$ cat src/sv/hfc_pkg.sv
// ----------------------------------------------------------------------------
// hfc_pkg
// Shared types, constants and the CRC-8 byte update for the frame checker.
// ----------------------------------------------------------------------------
`default_nettype none

package hfc_pkg;

    localparam logic [7:0]  CRC_POLY = 8'h31;
    localparam logic [7:0]  CRC_INIT = 8'hFF;

    localparam int unsigned TEMP_SCALE  = 17500;
    localparam int unsigned HUM_SCALE   = 10000;
    localparam int unsigned TEMP_OFFSET = 4500;

    localparam int unsigned TEMP_Q_W = $clog2(TEMP_SCALE + 1);
    localparam int unsigned HUM_Q_W  = $clog2(HUM_SCALE + 1);

    // Byte positions inside one frame
    localparam logic [2:0] POS_T_HI  = 3'd0;
    localparam logic [2:0] POS_T_LO  = 3'd1;
    localparam logic [2:0] POS_T_CRC = 3'd2;
    localparam logic [2:0] POS_H_HI  = 3'd3;
    localparam logic [2:0] POS_H_LO  = 3'd4;
    localparam logic [2:0] POS_H_CRC = 3'd5;

    typedef struct packed {
        logic [7:0] rx_byte;
        logic       frame_start;
    } rx_word_t;

    typedef struct packed {
        logic signed [14:0] temperature_centi;
        logic [13:0]        humidity_centi;
        logic [15:0]        raw_temperature;
        logic [15:0]        raw_humidity;
        logic               temperature_crc_ok;
        logic               humidity_crc_ok;
        logic               frame_ok;
    } result_word_t;

    // Input stage to frame tracker
    typedef struct packed {
        logic     valid;
        rx_word_t data;
    } held_byte_t;

    // Advance the CRC by one byte, MSB first, no reflection.
    function automatic logic [7:0] crc8_feed(input logic [7:0] crc, input logic [7:0] b);
        logic [7:0] c;
        c = crc ^ b;
        for (int k = 0; k < 8; k++)
        begin
            if (c[7])
            begin
                c = {c[6:0], 1'b0} ^ CRC_POLY;
            end
            else
            begin
                c = {c[6:0], 1'b0};
            end
        end
        return c;
    endfunction

endpackage

`default_nettype wire

$ cat src/sv/hfc_scale.sv
// ----------------------------------------------------------------------------
// hfc_scale
// Compute floor(SCALE * raw / 65535) with one constant multiply and one fixup.
// ----------------------------------------------------------------------------
`default_nettype none

module hfc_scale #(
    parameter int unsigned SCALE = 10000,
    parameter int unsigned Q_W   = $clog2(SCALE + 1)
) (
    input  wire logic [15:0]  raw,
    output logic [Q_W-1:0]    scaled
);
    localparam int unsigned S_W   = $clog2(SCALE + 1);
    localparam int unsigned P_W   = 16 + S_W;
    localparam int unsigned HI_W  = P_W - 16;
    localparam int unsigned REM_W = ((HI_W > 16) ? HI_W : 16) + 1;

    logic [P_W-1:0]   prod;
    logic [HI_W-1:0]  q0;
    logic [REM_W-1:0] rem;
    logic [HI_W-1:0]  q;

    // x = q0*65536 + lo = q0*65535 + (lo + q0); the true quotient is q0 or q0+1
    assign prod = P_W'(raw) * P_W'(SCALE);
    assign q0   = prod[P_W-1:16];
    assign rem  = REM_W'(prod[15:0]) + REM_W'(q0);
    assign q    = (rem >= REM_W'(16'hFFFF)) ? q0 + HI_W'(1) : q0;

    assign scaled = Q_W'(q);

endmodule

`default_nettype wire

$ cat src/sv/hfc_frame_track.sv
// ----------------------------------------------------------------------------
// hfc_frame_track
// Byte position, running CRC and word capture; loads the result register.
// ----------------------------------------------------------------------------
`default_nettype none

module hfc_frame_track (
    input  wire logic                 clk,
    input  wire logic                 rst_n,
    input  wire hfc_pkg::held_byte_t  held,
    output logic                      take,
    output logic                      out_valid,
    input  wire logic                 out_ready,
    output hfc_pkg::result_word_t     out_data
);
    import hfc_pkg::*;

    logic [2:0]   pos_reg, pos_next;
    logic [7:0]   crc_reg, crc_next;
    logic [15:0]  temp_word_reg, temp_word_next;
    logic [15:0]  hum_word_reg, hum_word_next;
    logic         t_good_reg, t_good_next;
    logic         out_valid_reg, out_valid_next;
    result_word_t result_reg;

    logic [2:0]   pos_eff;
    logic [7:0]   b;
    logic [7:0]   crc_fed;
    logic         last_byte;
    logic         hum_ok;

    logic [TEMP_Q_W-1:0] temp_q;
    logic [HUM_Q_W-1:0]  hum_q;
    logic signed [TEMP_Q_W:0] temp_signed;

    hfc_scale #(.SCALE(TEMP_SCALE), .Q_W(TEMP_Q_W)) u_temp_scale (
        .raw    (temp_word_reg),
        .scaled (temp_q)
    );

    hfc_scale #(.SCALE(HUM_SCALE), .Q_W(HUM_Q_W)) u_hum_scale (
        .raw    (hum_word_reg),
        .scaled (hum_q)
    );

    assign b = held.data.rx_byte;

    // Resync on frame start, and treat unused positions as the first byte
    assign pos_eff = (held.data.frame_start || pos_reg > POS_H_CRC) ? POS_T_HI : pos_reg;

    assign crc_fed   = crc8_feed((pos_eff == POS_T_HI || pos_eff == POS_H_HI) ? CRC_INIT : crc_reg, b);
    assign last_byte = (pos_eff == POS_H_CRC);
    assign hum_ok    = (crc_reg == b);

    // Stall only a closing byte while the previous result is still held
    assign take = held.valid && (!last_byte || !out_valid_reg || out_ready);

    assign temp_signed = $signed({1'b0, temp_q}) - $signed((TEMP_Q_W + 1)'(TEMP_OFFSET));

    always_comb
    begin
        pos_next       = pos_reg;
        crc_next       = crc_reg;
        temp_word_next = temp_word_reg;
        hum_word_next  = hum_word_reg;
        t_good_next    = t_good_reg;
        if (take)
        begin
            pos_next = last_byte ? POS_T_HI : pos_eff + 3'd1;
            unique case (pos_eff)
                POS_T_HI:
                begin
                    crc_next       = crc_fed;
                    temp_word_next = {b, temp_word_reg[7:0]};
                end
                POS_T_LO:
                begin
                    crc_next       = crc_fed;
                    temp_word_next = {temp_word_reg[15:8], b};
                end
                POS_T_CRC:
                begin
                    t_good_next = (crc_reg == b);
                    crc_next    = CRC_INIT;
                end
                POS_H_HI:
                begin
                    crc_next      = crc_fed;
                    hum_word_next = {b, hum_word_reg[7:0]};
                end
                POS_H_LO:
                begin
                    crc_next      = crc_fed;
                    hum_word_next = {hum_word_reg[15:8], b};
                end
                default:
                begin
                    crc_next = CRC_INIT;
                end
            endcase
        end
    end

    always_comb
    begin
        if (take && last_byte)
        begin
            out_valid_next = 1'b1;
        end
        else if (out_ready)
        begin
            out_valid_next = 1'b0;
        end
        else
        begin
            out_valid_next = out_valid_reg;
        end
    end

    always_ff @(posedge clk or negedge rst_n)
    begin
        if (!rst_n)
        begin
            pos_reg       <= POS_T_HI;
            crc_reg       <= CRC_INIT;
            temp_word_reg <= 16'h0000;
            hum_word_reg  <= 16'h0000;
            t_good_reg    <= 1'b0;
            out_valid_reg <= 1'b0;
        end
        else
        begin
            pos_reg       <= pos_next;
            crc_reg       <= crc_next;
            temp_word_reg <= temp_word_next;
            hum_word_reg  <= hum_word_next;
            t_good_reg    <= t_good_next;
            out_valid_reg <= out_valid_next;
        end
    end

    always_ff @(posedge clk)
    begin
        if (take && last_byte)
        begin
            result_reg.temperature_centi  <= temp_signed[14:0];
            result_reg.humidity_centi     <= hum_q;
            result_reg.raw_temperature    <= temp_word_reg;
            result_reg.raw_humidity       <= hum_word_reg;
            result_reg.temperature_crc_ok <= t_good_reg;
            result_reg.humidity_crc_ok    <= hum_ok;
            result_reg.frame_ok           <= t_good_reg && hum_ok;
        end
    end

    assign out_valid = out_valid_reg;
    assign out_data  = result_reg;

endmodule

`default_nettype wire

$ cat config.mk
export PLATFORM = sky130hd
export DESIGN_NAME = hfc_frame_track
export DESIGN_NICKNAME = d
export VERILOG_FILES = /design/src/sv/hfc_pkg.sv /design/src/sv/hfc_scale.sv /design/src/sv/hfc_frame_track.sv
export SDC_FILE = /design/constraint.sdc
export NUM_CORES = 1
export LEC_CHECK = 0
export BUFFER_PORTS_ARGS = -buffer_cell sky130_fd_sc_hd__clkbuf_2
export CORE_MARGIN = 2
export CORE_UTILIZATION = 45
export CTS_CLUSTER_DIAMETER = 50
export DETAILED_ROUTE_END_ITERATION = 12
export HOLD_SLACK_MARGIN = 0.1
export SLEW_MARGIN = 20
export SYNTH_ARGS = -nofsm -noshare
export SYNTH_HDL_FRONTEND = slang
export SYNTH_HIERARCHICAL = 1
export SYNTH_SLANG_ARGS = --single-unit
$ cat constraint.sdc
create_clock -name clk -period 14.5 [get_ports clk]
set_input_delay 2.9 -clock clk [delete_from_list [all_inputs] [get_ports clk]]
set_output_delay 2.9 -clock clk [all_outputs]
set_load 0.005 [all_outputs]
# Word-level counts from Yosys, hierarchy flattened
# Cells that the tools add are included.
totals:
  register_bits: 109
  in_bits: 13
  wordCells: 80
classes:
  addsub: 6
  mul: 2
  order_cmp: 3
  eq_ne: 6
  muxes: 18
  n_bitwise: 13
  reduce_logical: 17
ops:
  columns: ["operator", "n"]
  rows:
  - ["16-bit case mux with 2 select lines", 2]
  - ["6-bit two-way mux", 8]
  - ["17-bit by 16-bit greater-or-equal comparator with 1-bit output, second input constant", 2]
  - ["16-bit by 13-bit multiplier with 29-bit output, second input constant", 1]
  - ["16-bit by 10-bit multiplier with 26-bit output, second input constant", 1]
  - ["3-bit NOT", 8]
  - ["16-bit by 14-bit adder with 17-bit output", 1]
  - ["16-bit by 15-bit adder with 17-bit output", 1]
  - ["8-bit two-way mux", 2]
  - ["15-bit by 1-bit adder with 15-bit output, second input constant", 1]
  - ["15-bit two-way mux", 1]
  - ["15-bit by 13-bit subtractor with 15-bit output, second input constant", 1]
  - ["14-bit by 1-bit adder with 14-bit output, second input constant", 1]
  - ["14-bit two-way mux", 1]
  - ["3-bit AND reduction", 4]
  - ["8-bit equality test", 1]
  - ["8-bit XOR", 1]
  - ["3-bit by 2-bit equality test with 1-bit output, second input constant", 2]
  - ["3-bit equality test, second input constant", 2]
  - ["3-bit two-way mux", 2]
  - ["1-bit logical OR", 4]
  - ["1-bit NOT", 4]
  - ["4-bit OR reduction", 1]
  - ["3-bit by 1-bit adder with 3-bit output, second input constant", 1]
  - ["other kinds (8)", 12]

# Depth between registers and ports, before layout
# Gate-level depths: netlist (run 1).
logic_depth:
  ltp_word: 24
  mapped_depth: 38
  ltp_nobuf: 36

# By module
# The synthesis (run 1) kept the hierarchy.
by_module_without_submodules:
  columns: ["module", "instances", "cells_each", "area_per_inst_um2"]
  rows:
  - ["hfc_scale (u_temp_scale)", 1, 578, 4913.5]
  - ["hfc_frame_track", 1, 310, 4468.0]
  - ["hfc_scale (u_hum_scale)", 1, 500, 3960.0]

# Least setup slack after synthesis (run 1)
# Ideal clock, no wire load.
synth_timing:
  kind: "register to register"
  start: "register temp_word_reg[12]"
  end: "register result_reg, in the netlist out_data[63] (data pin)"
  arrival_time_ns: 8.175
  t_required_ns: 14.238
  setup_slack_ns: 6.063
  path_stages_with_launch: 37
  synth_period_minus_slack_ns: 8.437
  path_cell_list: "dfrtp_1 > ha_1 > inv_1 > fa_1 > inv_1 > ha_1 > fa_1 > inv_1 > fa_1 > inv_1 > ha_1 > buf_6 > inv_1 > nor3_1 > o21bai_1 > a211oi_1 > nor3_1 > a2111o_1 > o211ai_1 > ha_1 > o21a_1 > o31ai_1 > a2111oi_0 > o2111ai_1 > or4b_1 > a2111oi_4 > o211a_4 > buf_12 > o21ai_1 > xnor2_1 > inv_1 > ha_1 > nand2b_1 > a21oi_1 > or4_1 > a21oi_1 > xor2_1"
synth_between:
  elab_chain_len: 5
  word_cells_on_any_way: 6
synth_rtl:
  columns: ["item", "line", "text"]
  rows:
  - ["from (decl)", "hfc_frame_track.sv:20", "logic [15:0] temp_word_reg, temp_word_next;"]
  - ["from (signal assigned)", "hfc_frame_track.sv:135", "temp_word_reg <= temp_word_next;"]
  - ["16-bit by 13-bit multiplier with 29-bit output *", "hfc_scale.sv:25", "assign prod = P_W'(raw) * P_W'(SCALE);"]
  - ["16-bit by 15-bit adder with 17-bit output", "hfc_scale.sv:27", "assign rem = REM_W'(prod[15:0]) + REM_W'(q0);"]
  - ["17-bit by 16-bit greater-or-equal comparator with 1-bit output", "hfc_scale.sv:28", "assign q = (rem >= REM_W'(16'hFFFF)) ? q0 + HI_W'(1) : q0;"]
  - ["15-bit two-way mux *", "hfc_scale.sv:28", null]
  - ["via temp_q[3]", "hfc_frame_track.sv:32", "logic [TEMP_Q_W-1:0] temp_q;"]
  - ["15-bit by 13-bit subtractor with 15-bit output *", "hfc_frame_track.sv:58", "assign temp_signed = $signed({1'b0, temp_q}) - $signed((TEMP_Q_W + 1)'(TEMP_OFFSET));"]
  - ["via temp_signed[14]", "hfc_frame_track.sv:34", "logic signed [TEMP_Q_W:0] temp_signed;"]
  - ["to (decl)", "hfc_frame_track.sv:24", "result_word_t result_reg;"]
# Mark *: on every way through the listed nets, which the timed path passes. The rest lies on a longest branch.
# A chain may end at the register's enable or synchronous reset.

# Worst setup path in the final report (run 1)
# Same ends and word-level chain as after synthesis.

==> results.txt, run 1 <==
sequential share of the synthesized area: 22.92%
CTS Buf Count: 9
Slowest-stage cell, CP: or4b_1
Routed WL: 31.61 mm
multi-input logic area: 9133 sq um
Max Cap Viol: 0
Chip Height: 176.2 microns
Port Buffer Count: 78
antenna fix cells: 0
unique cell type count in the Yosys netlist: 94
overall global routing resource usage: 21.06%
RSZ-0062 raised after global routing: false
reg2reg start: temp_word_reg[12]
clk buf depth: 2
share of cells above drive strength 1: 11.83%
Initial Utilization: 45.38%
Fmax: 105.1 MHz
crit path time final: 9.516 ns
Via density: 5.385
I/O pin cnt: 79
DRC viols: 0
gr ovfl total: 0
WS Path Type: flip-flop to flip-flop
routed len/inst: 17.22 microns
fin. max-slew vios: 0
Die W: 176.2 microns
Worst-Margin Slew: 0.8539 ns
status: completed
NumNets Final: 1731
# hold bufs at CTS: 0
Initial DRT Pass Iterations: 5
Max-slew headroom: 42.69%
Fin Setup TNS: 0 ns
Reg clk slew, reported paths: 0.09 ns
DR vias: 9882
FILL cells: 2778
clk sinks: 109
WP data arrival: 9.63 ns
Post-Syn Area per Cell: 9.612 sq um
CORE AREA: 29400 sq um
Worst setup EP type: flip-flop
Syn-to-layout area delta: 7.024%
# rows: 63
yosys warns: 6
Antenna Nets Post-Route: 0
crit start category: flip-flop
Setup Buffers After CTS: 0
CTS tree: done
initial antenna violation count: 0
final hold violations: 0
largest net degree at the start of global routing: 49
Initial DRC Count: 549
EDFF count, synth: 64
GP Congestion: 0.9089
H-tree levels: 3
synthesized net count: 1679
Register Area: 3058 sq um
WP data required: 14.61 ns
post-CTS resize count: 0
vias in the first global route: 9891
Async SR Flop Fraction: 41.28%
most frequent CP cell: inv_1
Mapped Area: 13340 sq um
clock skew: 0.01834 ns
CTS root buffer: clkbuf_16
final setup vio count: 0
post-synthesis register bit count: 109
cells after synthesis: 1388
die area: 31040 sq um
beginning of the critical path: temp_word_reg[12]
first-pass GRT wire length: 51.49 mm
Worst-Skew Late Latency: 0.37 ns
min-delay src: t_good_reg
max FFs per register: 64
Hold WC Path Type: flip-flop to flip-flop
Max stage delay on crit path: 0.59 ns
DP Wirelength: 25.92 mm
worst-path fanout max: 13
Period Utilization, post-route: 65.63%
prevailing post-synth register cell: edfxtp_1
per-stage QoR:
step,hold WS [ns],setup WS [ns],utilization [%],area (sq um),instances
after CTS,0.4729,5.016,48.56,14280,1835
after floorplan,0.4330,6.063,-,13340,1388
final,0.4709,4.984,48.56,14280,1835
after global placement,0.4483,5.128,47.51,13970,1819
after detailed placement,0.4500,5.040,47.51,13970,1819
after global routing,0.4815,4.291,48.56,14280,1835
routing by layer:
| metal | vias up | track usage [%] | part of all wire, % |
|---|---|---|---|
| met3 | 37 | 2.821 | 4.1 |
| met5 | - | 0 | 0 |
| met2 | 206 | 36.03 | 48 |
| met1 | 4711 | 28.15 | 46 |
| met4 | 0 | 5.475 | 2.0 |
| li1 | 4928 | - | - |
area by class of cell:
type | instances | share of cell area, %
clock buffers | 9 | 1.577
flip-flops and latches | 109 | 21.42
repair buffers | 80 | 2.839
multi-input cells | 1004 | 63.96
well taps | 390 | 3.417
inverters | 236 | 6.204
clock inverters | 7 | 0.5871
cell usage after synthesis, drive strengths merged (4+ instances only):
library cell / instances / area [sq um]
dfrtp: 37 / 925.9
o21a: 14 / 105.1
o31ai: 8 / 60.06
o21ai: 56 / 291.5
or2: 4 / 25.03
xnor2: 94 / 823.3
a2111oi: 5 / 68.82
nand3b: 4 / 30.03
or3: 8 / 55.05
o311a: 4 / 40.04
ha: 196 / 2452
clkbuf: 15 / 87.58
nand4: 18 / 112.6
dfstp: 8 / 210.2
and4: 5 / 46.29
a21o: 24 / 185.2
o311ai: 4 / 35.04
o211a: 6 / 67.57
nand2b: 16 / 100.1
nor3: 25 / 125.1
o211ai: 15 / 152.6
a31oi: 4 / 25.02
nand3: 13 / 65.06
edfxtp: 64 / 1922
buf: 24 / 185.2
nor2: 62 / 232.7
nand2: 73 / 274.0
a211o: 4 / 35.03
nor4: 10 / 68.81
nor2b: 7 / 43.79
and2: 12 / 77.58
a311oi: 4 / 41.29
mux2: 29 / 356.6
o21bai: 8 / 60.06
mux2i: 4 / 40.04
fa: 82 / 1642
xor2: 36 / 315.3
a211oi: 8 / 65.06
a21oi: 81 / 420.4
o2111ai: 7 / 61.31
and3: 12 / 80.08
a2111o: 4 / 45.04
inv: 236 / 885.9
cell families after synthesis:
group | count (synthesis) | share of synthesized area [%]
xor gates and xnor gates | 132 | 8.872
AOI/OAI and AO/OA | 284 | 15.27
and+or+nand+nor | 277 | 10.60
DFF | 109 | 22.92
muxes | 33 | 2.973
adders and majority gates | 278 | 30.69
buffers and inverters | 275 | 8.684
path summary, 6_finish.rpt:
check | slack (ns) | cells past startpoint | to
setup / recovery | 4.98 | 34 | out_data[63]
hold reg to reg | 0.47 | 0 | out_data[2]
hold / removal | 0.47 | 0 | out_data[2]
max in group asynchronous | 11.50 | 2 | crc_reg[0]
min in group asynchronous | 2.61 | 2 | hum_word_reg[1]
setup reg to reg | 4.98 | 34 | out_data[63]
critical path, delay by kind of cell, from the launching register on:
| family | cells | cell delay [ns] |
|---|---|---|
| DFF | 1 | 0.50 |
| AOI/OAI and AO/OA | 13 | 3.04 |
| and+or+nand+nor | 5 | 1.83 |
| xor gates and xnor gates | 2 | 0.25 |
| adders and majority gates | 8 | 3.23 |
| buffers and inverters | 6 | 0.41 |
cells in the final DEF, fill, tap and decap left out, types with 14 or more instances in the layout:
cell type | synthesis | routed
inv_1 | 236 | 236
ha_1 | 196 | 196
xnor2_1 | 94 | 94
fa_1 | 82 | 82
a21oi_1 | 79 | 79
clkbuf_2 | 1 | 78
nand2_1 | 73 | 73
edfxtp_1 | 64 | 64
nor2_1 | 62 | 62
o21ai_0 | 40 | 40
dfrtp_1 | 37 | 37
xor2_1 | 36 | 36
nor3_1 | 25 | 25
a21o_1 | 20 | 20
mux2_2 | 20 | 20
nand4_1 | 18 | 18
nand2b_1 | 16 | 16
o21a_1 | 14 | 14
Power of run 1 is left out: the tool's default activity adds up to more than one toggle a clock period on the data nets, which glitch-free logic cannot reach.
==> inputs of run 2 (changes only) <==
==> constraint.sdc (replaced) <==
create_clock -name clk -period 8.9 [get_ports clk]
set_input_delay 1.78 -clock clk [delete_from_list [all_inputs] [get_ports clk]]
set_output_delay 1.78 -clock clk [all_outputs]
set_load 0.005 [all_outputs]
==> results.txt, run 2 (same netlist as run 1, synthesis figures left out) <==
H-tree levels: 3
Placed Instance Area: 14310 sq um
Port Buffer Count: 78
Hold WC Path Type: flip-flop to flip-flop
vias in the first global route: 10070
# hold bufs at CTS: 0
Via density: 5.307
Reg clk slew, reported paths: 0.09 ns
Antenna Nets Post-Route: 0
clk buf depth: 2
die area: 31040 sq um
commonest non-fill, non-tap cell in the layout: inv_1
Register Area: 3064 sq um
Routed WL: 32.00 mm
Period Utilization, post-route: 96.12%
max FFs per register: 64
WS Path Type: flip-flop to flip-flop
final core occ: 50.59%
FILL cells: 2778
WP data arrival: 8.66 ns
largest net degree at the start of global routing: 50
RSZ-0062 raised after global routing: true
overall global routing resource usage: 21.00%
Worst setup EP type: flip-flop
routed len/inst: 16.85 microns
CORE AREA: 29400 sq um
fin area: 14880 sq um
DP Wirelength: 26.09 mm
GP Congestion: 0.8822
Worst-Skew Late Latency: 0.36 ns
Initial Utilization: 45.38%
gr ovfl total: 0
DRC viols: 0
Max stage delay on crit path: 0.52 ns
Fmax: 116.9 MHz
crit start category: flip-flop
multi-input logic area: 9245 sq um
I/O pin cnt: 79
commonest cells after routing, fill and taps aside: 236 x inv_1, 195 x ha_1, 92 x xnor2_1, 81 x fa_1, 78 x clkbuf_2
clock skew: 0.01676 ns
share of cells above drive strength 1: 17.10%
Max Cap Viol: 0
Slowest-stage cell, CP: fa_1
initial antenna violation count: 0
CTS Buf Count: 9
DR vias: 10080
antenna fix cells: 0
worst-path fanout max: 6
Initial DRT Pass Iterations: 7
Syn-to-layout area delta: 11.50%
Initial DRC Count: 580
Die W: 176.2 microns
hold path cells: 0
status: completed
crit path time final: 8.555 ns
Worst-Margin Slew: 0.6583 ns
fin. max-slew vios: 0
CTS root buffer: clkbuf_16
clk sinks: 109
Chip Height: 176.2 microns
# rows: 63
CTS tree: done
WP data required: 9.01 ns
most frequent CP cell: ha_1
Max-slew headroom: 56.11%
final setup vio count: 0
final hold violations: 0
Fin Setup TNS: 0 ns
NumNets Final: 1795
first-pass GRT wire length: 51.85 mm
Reg2Reg Depth: 35
## run 2: cell types whose count changed in the layout (fill, tap and decap cells not counted), moves of 4 or more
cell     delta
a21oi_1     -5
buf_4      +64
dfrtp_2     +5
dfrtp_1     -5
inv_6       -4
a21oi_2     +5
## run 2: layer usage
metal  vias to the layer above  routed length (microns)  GRT usage (%)
met3                        29                     1093          2.390
met2                       186                    15720          36.68
met1                      4836                    14650          28.00
met5                         -                        0              0
met4                         0                      543          4.752
li1                       5027                        -              -
## run 2: final cells by class
cell class	count	area share, %
Multi-Input combinational cell	1004	62.15
Sequential cell	109	20.60
Timing Repair Buffer	144	5.955
Inverter	236	5.955
Tap cell	390	3.280
Clock buffer	9	1.514
Clock inverter	7	0.5467
## run 2: critical path: cells and delay by family, from the launching register on
family	cells	cell delay, ns
AO/OA/AOI/OAI	12	2.52
AND/OR/NAND/NOR	6	1.49
XOR/XNOR	3	0.40
flip-flops	1	0.47
adder cells (fa/ha/maj)	9	3.10
buffers and inverters	5	0.32
## run 2: worst paths after layout
| kind | startpoint | endpoint | slack (ns) |
|---|---|---|---|
| setup / recovery | temp_word_reg[4] | out_data[63] | 0.35 |
| hold / removal | t_good_reg | out_data[2] | 0.48 |
| setup reg to reg | temp_word_reg[4] | out_data[63] | 0.35 |
| hold reg to reg | t_good_reg | out_data[2] | 0.48 |
| max in group asynchronous | rst_n | temp_word_reg[3] | 6.96 |
| min in group asynchronous | rst_n | hum_word_reg[11] | 1.50 |
## run 2: what timing repair did
| action | 4_1_cts | 5_1_grt |
|---|---|---|
| endpoints found under the setup margin | 4 | 23 |
| setup buffers | 1 | 18 |
| gates resized for setup | 3 | 27 |
| pin swaps | 1 | 5 |
## run 2: metrics by stage
stage / hold slack (ns) / std cells / setup WS, ns
after global placement: 0.4518 / 1864 / -0.1212
final: 0.4784 / 1899 / 0.3450
after global routing: 0.4883 / 1899 / -0.07701
after CTS: 0.4820 / 1881 / 0.01431
after floorplan: 0.4330 / 1388 / 0.4631
after detailed placement: 0.4606 / 1864 / -0.1718
Power of run 2 is left out for the same reason.
==> inputs of run 3 (changes only) <==
--- a/config.mk
+++ b/config.mk
@@ -14,5 +14,4 @@
 export SLEW_MARGIN = 20
 export SYNTH_ARGS = -nofsm -noshare
 export SYNTH_HDL_FRONTEND = slang
-export SYNTH_HIERARCHICAL = 1
 export SYNTH_SLANG_ARGS = --single-unit
==> results.txt, run 3 <==
DP Wirelength: 21.04 mm
vias in the first global route: 8569
fin worst setup slack: 0.6110 ns
Max Cap Viol: 0
GP Congestion: 0.8648
antenna fix cells: 0
synthesized net count: 1537
post-synth top area share: 20.12%
final hold violations: 0
Setup Buffers After CTS: 0
post-CTS resize count: 0
Routed WL: 26.23 mm
routed len/inst: 15.77 microns
Syn-to-layout area delta: 9.198%
top cells by count, synth: 247 x inv_1, 194 x ha_1, 82 x fa_1
yosys warns: 0
Die W: 167.8 microns
CTS tree: done
Synth area leaders: ha_1 20%, edfxtp_1 16%, fa_1 14%
I/O pin cnt: 79
Initial DRC Count: 478
Initial Utilization: 46.04%
status: completed
unique cell type count in the Yosys netlist: 69
commonest cells after routing, fill and taps aside: 247 x inv_1, 194 x ha_1, 82 x fa_1, 78 x clkbuf_2, 72 x xnor2_1
DRC viols: 0
Hold WC Path Type: flip-flop to flip-flop
crit start category: flip-flop
Via density: 5.261
commonest non-fill, non-tap cell in the layout: inv_1
NumNets Final: 1612
Antenna Nets Post-Route: 0
final core occ: 50.28%
Post-Syn Area per Cell: 9.669 sq um
Max-slew headroom: 49.66%
Worst setup EP type: flip-flop
Async SR Flop Fraction: 41.28%
clk sinks: 109
worst-path fanout max: 14
CORE AREA: 26210 sq um
RSZ-0062 raised after global routing: false
clk buf depth: 2
overall global routing resource usage: 19.05%
Period Utilization, post-route: 93.13%
share of cells above drive strength 1: 11.75%
clock skew: 0.01691 ns
gr ovfl total: 0
Worst-Skew Late Latency: 0.37 ns
# rows: 59
pre-CTS WS: 0.5864 ns
final setup vio count: 0
prevailing post-synth register cell: edfxtp_1
post-synthesis register bit count: 109
Placed Instance Area: 12830 sq um
sequential share of the synthesized area: 25.34%
WS Path Type: flip-flop to flip-flop
cells after synthesis: 1248
Reg clk slew, reported paths: 0.09 ns
die area: 28140 sq um
fin area: 13180 sq um
CTS root buffer: clkbuf_16
largest net degree at the start of global routing: 54
H-tree levels: 3
EDFF count, synth: 64
WP data required: 9.01 ns
area leader, netlist: ha_1
Worst-Margin Slew: 0.7551 ns
count leader, synth: inv_1
DR vias: 8749
Initial DRT Pass Iterations: 5
first-pass GRT wire length: 42.93 mm
# hold bufs at CTS: 0
crit path time final: 8.289 ns
initial antenna violation count: 0
Chip Height: 167.8 microns
fin. max-slew vios: 0
CTS Buf Count: 9
Port Buffer Count: 78
WP data arrival: 8.40 ns
Mapped Area: 12070 sq um
FILL cells: 2465
Fin Setup TNS: 0 ns
max FFs per register: 64
Fmax: 120.6 MHz
==> run 3: layout make-up <==
class                           instances  area, sq um  share of cell area [%]
Clock buffer                            9        225.2                   1.709
Clock inverter                          7        107.6                  0.8166
Inverter                              249        934.6                   7.093
Multi-Input combinational cell        872         8011                   60.80
Sequential cell                       109         3058                   23.21
Tap cell                              335        419.2                   3.181
Timing Repair Buffer                   82        420.4                   3.191
==> run 3: final timing paths <==
kind                                        from         endpoint  slack, ns  cells after the start
min in group asynchronous                  rst_n       t_good_reg       1.49                      2
worst min-delay path                  t_good_reg      out_data[2]       0.47                      0
worst min register to register        t_good_reg      out_data[2]       0.47                      0
worst max-delay path            temp_word_reg[9]     out_data[62]       0.61                     27
max in group asynchronous                  rst_n  hum_word_reg[1]       6.98                      2
worst max register to register  temp_word_reg[9]     out_data[62]       0.61                     27
==> run 3: per-stage QoR <==
step                      std cells  hold slack, ns
after CTS                      1663          0.4735
after global placement         1647          0.4463
final                          1663          0.4692
after global routing           1663          0.5010
after floorplan                1248          0.4330
after detailed placement       1647          0.4513
==> run 3: cells by family after synthesis <==
family	Yosys count	synth area share [%]
mux	29	2.696
flops	109	25.34
simple gates	243	10.31
fa+ha+maj	276	33.72
xor+xnor	111	8.119
buf+inv	267	8.409
compound gates	213	11.41
==> run 3: routing by layer <==
| metal | routed length [microns] | GRT usage, % |
|---|---|---|
| met5 | 0 | 0 |
| met4 | 403 | 4.612 |
| met3 | 710 | 2.600 |
| met2 | 12750 | 31.96 |
| met1 | 12370 | 26.12 |
==> run 3: critical path: stages, from the launching register on <==
cell and delay, ns:
dfrtp_1 0.60, ha_1 0.32, fa_1 0.47, ha_1 0.32
fa_1 0.48, inv_1 0.05, fa_1 0.54, inv_1 0.05
ha_1 0.38, a21oi_1 0.24, o211ai_2 0.16, a21oi_1 0.43
or3_1 0.20, and2_1 0.23, inv_1 0.19, ha_1 0.39
nor2b_1 0.18, o31ai_2 0.36, nand4_1 0.14, a211oi_1 0.34
nand4_1 0.16, o31a_1 0.46, or4_1 0.58, o21ai_2 0.14
o31ai_4 0.12, o2111ai_4 0.25, nand2_1 0.09, xnor2_1 0.15
Power of run 3 is left out for the same reason.
